### src/rtl/cct_pkg.sv
// Shared types, constants and calendar functions for the real-time clock calendar.
// Used by cct_cell, calendar_clock_tick and the testbench; depends on nothing else.
package cct_pkg;

	localparam int SEC_W   = 6;
	localparam int MIN_W   = 6;
	localparam int HOUR_W  = 5;
	localparam int DAY_W   = 5;
	localparam int MONTH_W = 4;
	localparam int YEAR_W  = 14;

	localparam logic CMD_TICK = 1'b0;
	localparam logic CMD_LOAD = 1'b1;

	localparam logic [SEC_W-1:0]   SEC_LAST    = 6'd59;
	localparam logic [MIN_W-1:0]   MIN_LAST    = 6'd59;
	localparam logic [HOUR_W-1:0]  HOUR_LAST   = 5'd23;
	localparam logic [MONTH_W-1:0] MONTH_LAST  = 4'd12;
	localparam logic [MONTH_W-1:0] MONTH_FEB   = 4'd2;
	localparam logic [DAY_W-1:0]   DAY_FIRST   = 5'd1;
	localparam logic [DAY_W-1:0]   DAY_LEAP    = 5'd29;
	localparam logic [DAY_W-1:0]   DAY_MAX     = 5'd31;
	localparam logic [MONTH_W-1:0] MONTH_FIRST = 4'd1;

	localparam logic [SEC_W-1:0]   SEC_RST   = 6'd0;
	localparam logic [MIN_W-1:0]   MIN_RST   = 6'd0;
	localparam logic [HOUR_W-1:0]  HOUR_RST  = 5'd0;
	localparam logic [DAY_W-1:0]   DAY_RST   = 5'd1;
	localparam logic [MONTH_W-1:0] MONTH_RST = 4'd1;
	localparam logic [YEAR_W-1:0]  YEAR_RST  = 14'd2000;

	// Reciprocal of 100 scaled by 2^19; exact quotient for every 14-bit year.
	localparam int          RECIP_SHIFT = 19;
	localparam logic [12:0] RECIP_100   = 13'd5243;

	localparam logic [DAY_W-1:0] MONTH_LEN [12] = '{
		5'd31, 5'd28, 5'd31, 5'd30, 5'd31, 5'd30,
		5'd31, 5'd31, 5'd30, 5'd31, 5'd30, 5'd31
	};

	typedef struct packed {
		logic               cmd;
		logic [SEC_W-1:0]   set_second;
		logic [MIN_W-1:0]   set_minute;
		logic [HOUR_W-1:0]  set_hour;
		logic [DAY_W-1:0]   set_day;
		logic [MONTH_W-1:0] set_month;
		logic [YEAR_W-1:0]  set_year;
	} req_t;

	typedef struct packed {
		logic [SEC_W-1:0]   cur_second;
		logic [MIN_W-1:0]   cur_minute;
		logic [HOUR_W-1:0]  cur_hour;
		logic [DAY_W-1:0]   cur_day;
		logic [MONTH_W-1:0] cur_month;
		logic [YEAR_W-1:0]  cur_year;
		logic               day_advanced;
		logic               load_rejected;
	} rsp_t;

	// Per-cell control: count one step, or overwrite with a load value.
	typedef struct packed {
		logic step;
		logic load;
	} cell_ctl_t;

	function automatic logic is_leap(input logic [YEAR_W-1:0] y);
		logic [YEAR_W+12:0] prod;
		logic [7:0]         q;
		logic [YEAR_W-1:0]  q100;
		logic               div100;
		begin
			prod   = y * RECIP_100;
			q      = prod[RECIP_SHIFT+7:RECIP_SHIFT];
			// q * 100 as shift-and-add
			q100   = YEAR_W'({q, 6'd0}) + YEAR_W'({q, 5'd0}) + YEAR_W'({q, 2'd0});
			div100 = (q100 == y);
			is_leap = (y[1:0] == 2'd0) && (!div100 || (q[1:0] == 2'd0));
		end
	endfunction

	function automatic logic [DAY_W-1:0] days_in(input logic [MONTH_W-1:0] m,
		input logic [YEAR_W-1:0] y);
		logic [MONTH_W-1:0] idx;
		begin
			idx = m - MONTH_FIRST;
			if (m < MONTH_FIRST || m > MONTH_LAST) begin
				days_in = DAY_MAX;
			end else if (m == MONTH_FEB && is_leap(y)) begin
				days_in = DAY_LEAP;
			end else begin
				days_in = MONTH_LEN[idx];
			end
		end
	endfunction

endpackage

### src/rtl/calendar_clock_tick.sv
// Real-time clock with Gregorian calendar, built as a chain of counter cells.
// Depends on cct_pkg and cct_cell.
//
// Usage:
//   Request channel (req_valid, req_stall, req): each beat is a tick (advance
//   one second) or a load of the full date and time. A load with any field out
//   of range leaves the clock as it was and sets load_rejected.
//   Response channel (rsp_valid, rsp_stall, rsp): one beat per request, carrying
//   the date and time after that request plus the day_advanced and
//   load_rejected flags.
// Response path: the result is registered in the output register or the skid entry.
// Throughput: one request per cycle while req_stall is low; the seconds-to-year
//   carry runs combinationally through the cell chain in the cycle the request is
//   taken, with the month length looked up from the current month and year.
// Stall: a two-entry output (register plus skid) absorbs one beat while the
//   receiver stalls; req_stall rises only when both entries are full.
// Reset: clears both output entries and sets the clock to 00:00:00 on
//   day 1, month 1, year 2000.
module calendar_clock_tick
	import cct_pkg::*;
#(
	parameter int LAST_YEAR = 9999
) (
	input  logic clk,
	input  logic arst_n,
	input  logic req_valid,
	output logic req_stall,
	input  req_t req,
	output logic rsp_valid,
	input  logic rsp_stall,
	output rsp_t rsp
);

	localparam logic [YEAR_W-1:0] LAST_YEAR_V = YEAR_W'(LAST_YEAR);

	logic accept, tick, load_ok, load;
	logic sec_c, min_c, hour_c, day_c, month_c, year_c;

	logic [SEC_W-1:0]   sec_v,   sec_n;
	logic [MIN_W-1:0]   min_v,   min_n;
	logic [HOUR_W-1:0]  hour_v,  hour_n;
	logic [DAY_W-1:0]   day_v,   day_n;
	logic [MONTH_W-1:0] month_v, month_n;
	logic [YEAR_W-1:0]  year_v,  year_n;
	logic [DAY_W-1:0]   cur_len;

	cell_ctl_t sec_ctl, min_ctl, hour_ctl, day_ctl, month_ctl, year_ctl;

	rsp_t result;
	rsp_t out_q, skid_q;
	logic out_valid_q, skid_valid_q;
	logic out_take;

	assign req_stall = skid_valid_q;
	assign accept    = req_valid && !skid_valid_q;
	assign tick      = accept && (req.cmd == CMD_TICK);

	assign load_ok = (req.set_second <= SEC_LAST) && (req.set_minute <= MIN_LAST) &&
		(req.set_hour <= HOUR_LAST) && (req.set_month >= MONTH_FIRST) &&
		(req.set_month <= MONTH_LAST) && (req.set_year <= LAST_YEAR_V) &&
		(req.set_day >= DAY_FIRST) && (req.set_day <= days_in(req.set_month, req.set_year));
	assign load = accept && (req.cmd == CMD_LOAD) && load_ok;

	assign cur_len = days_in(month_v, year_v);

	assign sec_ctl   = '{step: tick,   load: load};
	assign min_ctl   = '{step: sec_c,  load: load};
	assign hour_ctl  = '{step: min_c,  load: load};
	assign day_ctl   = '{step: hour_c, load: load};
	assign month_ctl = '{step: day_c,  load: load};
	assign year_ctl  = '{step: month_c, load: load};

	cct_cell #(.W(SEC_W), .RST_VAL(SEC_RST)) u_sec (
		.clk(clk), .arst_n(arst_n), .ctl(sec_ctl), .first('0), .last(SEC_LAST),
		.load_val(req.set_second), .value(sec_v), .nxt(sec_n), .carry(sec_c)
	);

	cct_cell #(.W(MIN_W), .RST_VAL(MIN_RST)) u_min (
		.clk(clk), .arst_n(arst_n), .ctl(min_ctl), .first('0), .last(MIN_LAST),
		.load_val(req.set_minute), .value(min_v), .nxt(min_n), .carry(min_c)
	);

	cct_cell #(.W(HOUR_W), .RST_VAL(HOUR_RST)) u_hour (
		.clk(clk), .arst_n(arst_n), .ctl(hour_ctl), .first('0), .last(HOUR_LAST),
		.load_val(req.set_hour), .value(hour_v), .nxt(hour_n), .carry(hour_c)
	);

	cct_cell #(.W(DAY_W), .RST_VAL(DAY_RST)) u_day (
		.clk(clk), .arst_n(arst_n), .ctl(day_ctl), .first(DAY_FIRST), .last(cur_len),
		.load_val(req.set_day), .value(day_v), .nxt(day_n), .carry(day_c)
	);

	cct_cell #(.W(MONTH_W), .RST_VAL(MONTH_RST)) u_month (
		.clk(clk), .arst_n(arst_n), .ctl(month_ctl), .first(MONTH_FIRST),
		.last(MONTH_LAST), .load_val(req.set_month), .value(month_v), .nxt(month_n),
		.carry(month_c)
	);

	cct_cell #(.W(YEAR_W), .RST_VAL(YEAR_RST)) u_year (
		.clk(clk), .arst_n(arst_n), .ctl(year_ctl), .first('0), .last(LAST_YEAR_V),
		.load_val(req.set_year), .value(year_v), .nxt(year_n), .carry(year_c)
	);

	always_comb begin
		result.cur_second    = sec_n;
		result.cur_minute    = min_n;
		result.cur_hour      = hour_n;
		result.cur_day       = day_n;
		result.cur_month     = month_n;
		// year wrap carry is only informative; the cell already wrapped
		result.cur_year      = year_n;
		result.day_advanced  = hour_c;
		result.load_rejected = accept && (req.cmd == CMD_LOAD) && !load_ok;
	end

	assign out_take  = out_valid_q && !rsp_stall;
	assign rsp_valid = out_valid_q;
	assign rsp       = out_q;

	always_ff @(posedge clk or negedge arst_n) begin
		if (!arst_n) begin
			out_valid_q  <= 1'b0;
			skid_valid_q <= 1'b0;
		end else begin
			if (!out_valid_q || out_take) begin
				// drain the skid first, else take the new beat
				out_valid_q  <= skid_valid_q || accept;
				skid_valid_q <= 1'b0;
			end else if (accept) begin
				skid_valid_q <= 1'b1;
			end
		end
	end

	always_ff @(posedge clk) begin
		if (!out_valid_q || out_take) begin
			out_q <= skid_valid_q ? skid_q : result;
		end else if (accept) begin
			skid_q <= result;
		end
	end

`ifndef SYNTHESIS
	a_skid_implies_out: assert property (@(posedge clk) disable iff (!arst_n)
		skid_valid_q |-> out_valid_q)
		else $error("skid entry held with empty output register");

	a_reject_holds_state: assert property (@(posedge clk) disable iff (!arst_n)
		(accept && req.cmd == CMD_LOAD && !load_ok) |=>
		($stable(sec_v) && $stable(min_v) && $stable(hour_v) &&
		$stable(day_v) && $stable(month_v) && $stable(year_v)))
		else $error("rejected load changed the clock");

	a_advance_at_midnight: assert property (@(posedge clk) disable iff (!arst_n)
		(rsp_valid && rsp.day_advanced) |->
		(rsp.cur_second == '0 && rsp.cur_minute == '0 && rsp.cur_hour == '0))
		else $error("date advanced away from midnight");

	a_flags_exclusive: assert property (@(posedge clk) disable iff (!arst_n)
		rsp_valid |-> !(rsp.day_advanced && rsp.load_rejected))
		else $error("both result flags set");

	a_year_carry_on_wrap: assert property (@(posedge clk) disable iff (!arst_n)
		year_c |=> (year_v == '0))
		else $error("year rollover did not wrap to zero");
`endif

endmodule

### src/rtl/cct_cell.sv
// One counter cell of the clock chain: holds one field, loads it, or steps on carry-in and wraps.
// Depends on cct_pkg for the cell control struct.
module cct_cell
	import cct_pkg::*;
#(
	parameter int               W       = 6,
	parameter logic [W-1:0]     RST_VAL = '0
) (
	input  logic            clk,
	input  logic            arst_n,
	input  cell_ctl_t       ctl,
	input  logic [W-1:0]    first,
	input  logic [W-1:0]    last,
	input  logic [W-1:0]    load_val,
	output logic [W-1:0]    value,
	output logic [W-1:0]    nxt,
	output logic            carry
);

	logic [W-1:0] value_q;
	logic         at_end;

	assign at_end = (value_q >= last);
	assign carry  = ctl.step && at_end;
	assign value  = value_q;

	always_comb begin
		nxt = value_q;
		if (ctl.load) begin
			nxt = load_val;
		end else if (ctl.step) begin
			nxt = at_end ? first : value_q + W'(1);
		end
	end

	always_ff @(posedge clk or negedge arst_n) begin
		if (!arst_n) begin
			value_q <= RST_VAL;
		end else begin
			value_q <= nxt;
		end
	end

endmodule

### config.mk
export PLATFORM = sky130hd
export DESIGN_NAME = calendar_clock_tick
export DESIGN_NICKNAME = d
export VERILOG_FILES = /design/src/rtl/cct_pkg.sv /design/src/rtl/calendar_clock_tick.sv /design/src/rtl/cct_cell.sv
export SDC_FILE = /design/constraint.sdc
export NUM_CORES = 1
export LEC_CHECK = 0
export BUFFER_PORTS_ARGS = -buffer_cell sky130_fd_sc_hd__buf_2
export CAP_MARGIN = 20
export CORE_ASPECT_RATIO = 0.8
export CORE_MARGIN = 3
export CORE_UTILIZATION = 40
export CTS_CLUSTER_DIAMETER = 60
export CTS_CLUSTER_SIZE = 12
export DETAILED_ROUTE_END_ITERATION = 16
export GPL_TIMING_DRIVEN = 0
export PLACE_DENSITY = 0.68
export SYNTH_ARGS = -nofsm -noshare
export SYNTH_HDL_FRONTEND = slang
export SYNTH_SLANG_ARGS = --single-unit
### constraint.sdc
create_clock -name clk -period 11.1 [get_ports clk]
set_clock_uncertainty 0.2 [all_clocks]
set_input_delay 1.665 -clock clk [delete_from_list [all_inputs] [get_ports clk]]
set_output_delay 1.665 -clock clk [all_outputs]
set_load 0.05 [all_outputs]
# ---- Yosys cells after proc, flatten, opt, wreduce, memory -nomap -nowiden
# Memories as Yosys holds them, arrays and structs flattened.
# Cells that the tools add are included.
dict set report word_totals {
  latch_bits 0
  rom_bits 160
  ff_bits 126
  wordCells 137
  output_inout_bits 44
  ramBits 0
  memories 2
}
# name words width rd rd_ports_with_merged_regs wr line_no
set memory_table {}
lappend memory_table {{(name not given)} 16 5 1 0 0 cct_pkg.sv:93} ;# days_in = MONTH_LEN[idx];
lappend memory_table {{(name not given)} 16 5 1 0 0 cct_pkg.sv:93}
dict set report classes {
  shifts 0
  mul 2
  n_eq_ne 4
  n_addsub 12
  div 0
  mux 29
  reduce_logical 40
  bitwise_logic 4
  magnitude_cmp 20
}
# operator count
set op_table {}
lappend op_table {{$mux W5} 14}
lappend op_table {{$mul A14 B13 Y27 const B} 2}
lappend op_table {{$mux W14} 3}
lappend op_table {{$mux W42} 1}
lappend op_table {{$mux W6} 6}
lappend op_table {{$add A14 B10 Y14} 2}
lappend op_table {{$add A14 B13 Y14} 2}
lappend op_table {{$eq A14 B14 Y1} 2}
lappend op_table {{$logic_and A1 B1 Y1} 22}
lappend op_table {{$ge A5 B5 Y1 const B} 3}
lappend op_table {{$add A14 B1 Y14 const B} 1}
lappend op_table {{$ge A14 B14 Y1 const B} 1}
lappend op_table {{$le A14 B14 Y1 const B} 1}
lappend op_table {{$add A6 B1 Y6 const B} 2}
lappend op_table {{$ge A6 B6 Y1 const B} 2}
lappend op_table {{$le A6 B6 Y1 const B} 2}
lappend op_table {{$mux W4} 3}
lappend op_table {{$add A5 B1 Y5 const B} 2}
lappend op_table {{$not A4 Y5} 2}
lappend op_table {{$eq A4 B2 Y1 const B} 2}
lappend op_table {{$gt A4 B4 Y1 const B} 2}
lappend op_table {{$logic_not A2 Y1} 4}
lappend op_table {{$lt A4 B1 Y1 const B} 2}
lappend op_table {{$sub A4 B1 Y4 const B} 2}
lappend op_table {{other kinds (14)} 26}

# ---- Longest topological paths before layout
dict set report logic_depth {
  depth_word 16
  mapped_depth 42
  mapped_depth_nobuf 40
}

# ---- Modules after synthesis
# Synthesis repeated with hierarchy kept, for this count alone.
dict set report hier_totals {
  hier_cells 1490
  hier_area_um2 15393.5
}
# mod n_inst cells_each seq_area_each_um2 area_per_inst_um2
set modules_own_cells {}
lappend modules_own_cells {calendar_clock_tick 1 1045 2572.5 11507.3}
lappend modules_own_cells {{cct_cell at u_year} 1 161 357.8 1328.8}
lappend modules_own_cells {{cct_cell at u_min ...} 2 64 150.1 588.1}
lappend modules_own_cells {{cct_cell at u_day} 1 53 126.4 478.0}
lappend modules_own_cells {{cct_cell at u_hour} 1 53 125.1 476.7}
lappend modules_own_cells {{cct_cell at u_month} 1 50 101.3 426.7}

# ---- Worst setup path after synthesis
# Ideal clock, no wire load.
dict set report synth_timing {
  kind {input port to flip-flop}
  from {in req[11] (netlist bit)}
  to {reg out_q (netlist bit rsp[13]) (data pin)}
  n_path_buf 2
  t_arrival_ns 9.616
  setup_time_ns 0.260
  t_required_ns 10.640
  path_slack_ns 1.024
  cell_stages 41
  cell_sequence {inv_1 -> fa_1 -> inv_1 -> ha_1 -> inv_1 -> fa_1 -> inv_1 -> fa_1 -> inv_1 -> fa_1 -> inv_1 -> ha_1 -> nand4_1 -> a211oi_1 -> o21ai_0 -> a31oi_1 -> nor2_1 -> o21ba_2 -> (+5 left out) -> fa_1 -> a21o_1 -> a21oi_1 -> o21bai_1 -> a21oi_1 -> xnor2_1 -> nand4_1 -> nor3_1 -> a41oi_1 -> ha_1 -> nand2_1 -> nand4_1 -> o21ai_0 -> or3_1 -> buf_6 -> buf_6 -> mux2_4 -> mux2_2}
}
# item line_no
set synth_lines {}
lappend synth_lines {{start, declared} calendar_clock_tick.sv:28} ;# input req_t req,
lappend synth_lines {{end signal, assigned} calendar_clock_tick.sv:137} ;# out_q <= skid_valid_q ? skid_q : result;
lappend synth_lines {{end, declared} calendar_clock_tick.sv:50} ;# rsp_t out_q, skid_q;

==> results.toml <==
[place]
gp_congestion = 0.9122
dp_hpwl_um = 26880
place_inst = 1893
placed_cell_area_um2 = 15220
io_buffers = 88

[layout]
multiInputGateArea_um2 = 9729
drive_gt1_share_pct = 17.98
nFillCells = 3165
design_area_um2 = 16320
fin_nets = 1906
area_growth_pct = 15.47
utilization_pct = 47.67
diodes = 0
fin_cells = 1950
seq_area_um2 = 3606

[synthesis]
yosys_warnings = 0
synthFlopType = "edfxtp_1"
syn_nets = 1770
synth_edf_count = 84
synth_area_um2 = 14130
yosysSeqAreaShare_pct = 25.35
synth.top_cell.area_share_pct = 22.40
synth_common_cells = "254 x inv_1, 253 x ha_1, 136 x fa_1, 84 x edfxtp_1, 66 x nand2_1"
synthDistinctLibCells = 72
synth.most_common_cell = "inv_1"
synth_cells = 1336
ys_seq_elements = 126
synth_area_leaders = "ha_1 22%, fa_1 19%, edfxtp_1 18%, inv_1 6.7%, dfrtp_1 6.0%"
async_flop_share_pct = 33.33
synth.avg_cell_area_um2 = 10.58
yosysTopAreaCell = "ha_1"

[sta]
clock.fmax_mhz = 93.28
whs_ps = 341.4
drv_slew = 0
tightest_slew_ps = 1049
hold_viol = 0
post-route-period-util_pct = 96.58
period_minus_slack_ps = 10720
worst_slew_margin_rel_pct = 29.78
setup_violations = 0

[clock_network]
clkSinkCount = 126
clock-root-buffer = "clkbuf_16"
tritoncts = "done"
numCtsBuffers = 17
clk_path_buf_depth = 2
htreeDepth = 4
clk_pin_slew_ps = 60
clk_latency_ps = 410

[critical_path]
cpPeakStageDelay_ps = 670
slowest_stage = "dfstp_4"
worstPathArrival_ps = 10680
critPathMaxFanout = 10
path_class = "reg -> reg"
cp-start-kind = "register"
critPathRequiredTime_ps = 11060
end_kind = "register"

[global_routing]
grt_pass1_vias = 10140
gr-total-overflow = 0
grt_pass1_wl_um = 52990
grt_usage_pct = 17.40
antenna_found_initial = 0
grt_max_degree = 43

[floorplan]
die_area_um2 = 37640
die_y_um = 174.1
fp.dieW_um = 216.2
fp-row-count = 60
core-area_um2 = 34230
io_pins = 89
initial_core_util_pct = 41.29

[drt]
antenna_left = 0
post_drt_wl_per_cell_um = 17.02
wirelength_um = 33190
drt_iter0_drc = 747
via_count = 10240
vias_per_cell = 5.250
remaining_drc_errors = 0
first_pass_iters = 7

[run]
maxCapViolCount = 0

[worst_hold_path]
hp-class = "reg -> reg"

[status]
status = "completed"
state kept, by name, summed over array words and instances, names as in the netlist:
| name | count |
|---|---|
| u_min.value | 6 |
| u_sec.value | 6 |
| skid_q | 42 |
| rsp | 42 |
| u_hour.value | 5 |
| u_day.value | 5 |
| u_month.value | 4 |
| u_year.value | 14 |
| req_stall | 1 |
| rsp_valid | 1 |
worst paths after layout:
check / startpoint / endpoint / slack (ps) / depth (start not counted)
max in group asynchronous: arst_n / u_year.value[7] / 9290 / 2
setup / recovery: u_year.value[10] / rsp[5] / 380 / 40
setup reg to reg: u_year.value[10] / rsp[5] / 380 / 40
min in group asynchronous: arst_n / u_hour.value[3] / 890 / 1
hold reg to reg: skid_q[0] / rsp[0] / 340 / 1
hold / removal: skid_q[0] / rsp[0] / 340 / 1
stage by stage:
stage	setup WS [ps]	TNS, ps
5_1_grt	-104.2	-1387
2_1_floorplan	1024	0
6_report	379.9	0
4_1_cts	33.28	0
3_5_place_dp	-933.9	-67510
3_3_place_gp	-803.4	-54550
cell families after synthesis:
family | count (synthesis) | synth area share [%]
compound gates | 193 | 8.871
xor+xnor | 63 | 4.001
fa+ha+maj | 389 | 41.66
buf+inv | 278 | 7.728
flops | 126 | 25.35
mux | 44 | 3.532
simple gates | 243 | 8.853
metal layers:
| layer | vias to the layer above | global-route usage (%) | wire, um |
|---|---|---|---|
| met2 | 313 | 26.46 | 14780 |
| met4 | 0 | 3.363 | 416 |
| li1 | 4836 | - | - |
| met3 | 31 | 2.901 | 2016 |
| met5 | - | 0 | 0 |
| met1 | 5057 | 26.23 | 15970 |
what timing repair did:
| item | 4_1_cts | 5_1_grt |
|---|---|---|
| pin swaps | 2 | 14 |
| endpoints found under the setup margin | 111 | 120 |
| buffers inserted | 6 | 18 |
| cloned | 0 | 0 |
| gates resized for setup | 18 | 59 |
| hold buffers | 0 | 0 |
cells in the final DEF (no fill, tap or decap), types with 12 or more instances in the layout:
master | netlist | layout
nor2_1 | 48 | 47
ha_1 | 253 | 250
o21ai_0 | 48 | 41
mux2_2 | 39 | 38
nor3_1 | 19 | 16
dfrtp_1 | 34 | 30
buf_2 | 1 | 90
edfxtp_1 | 84 | 84
buf_4 | 1 | 24
nand2_1 | 66 | 65
nand3_1 | 34 | 34
nand4_1 | 12 | 12
clkbuf_16 | 0 | 17
xnor2_1 | 43 | 40
a31oi_1 | 18 | 17
a21oi_1 | 44 | 39
fa_1 | 136 | 134
inv_1 | 254 | 252
xor2_1 | 19 | 15
critical path, delay by kind of cell (launching register included):
kind            cells  cell delay, ps
fa+ha+maj           9            3720
xor+xnor            2             330
buf+inv             9             950
flops               1             670
simple gates       11            3030
compound gates      7            1020
mux                 2             560
final cells by class:
class / instances / area share [%]
Timing Repair Buffer: 117 / 4.355
Multi-Input combinational cell: 932 / 59.62
Clock inverter: 13 / 0.8050
Buffer: 24 / 0.8970
Clock buffer: 19 / 2.775
Inverter: 254 / 5.888
Sequential cell: 126 / 22.10
Tap cell: 465 / 3.565
Power is left out: the tool's default activity adds up to more than one toggle a clock period on the data nets, which glitch-free logic cannot reach.
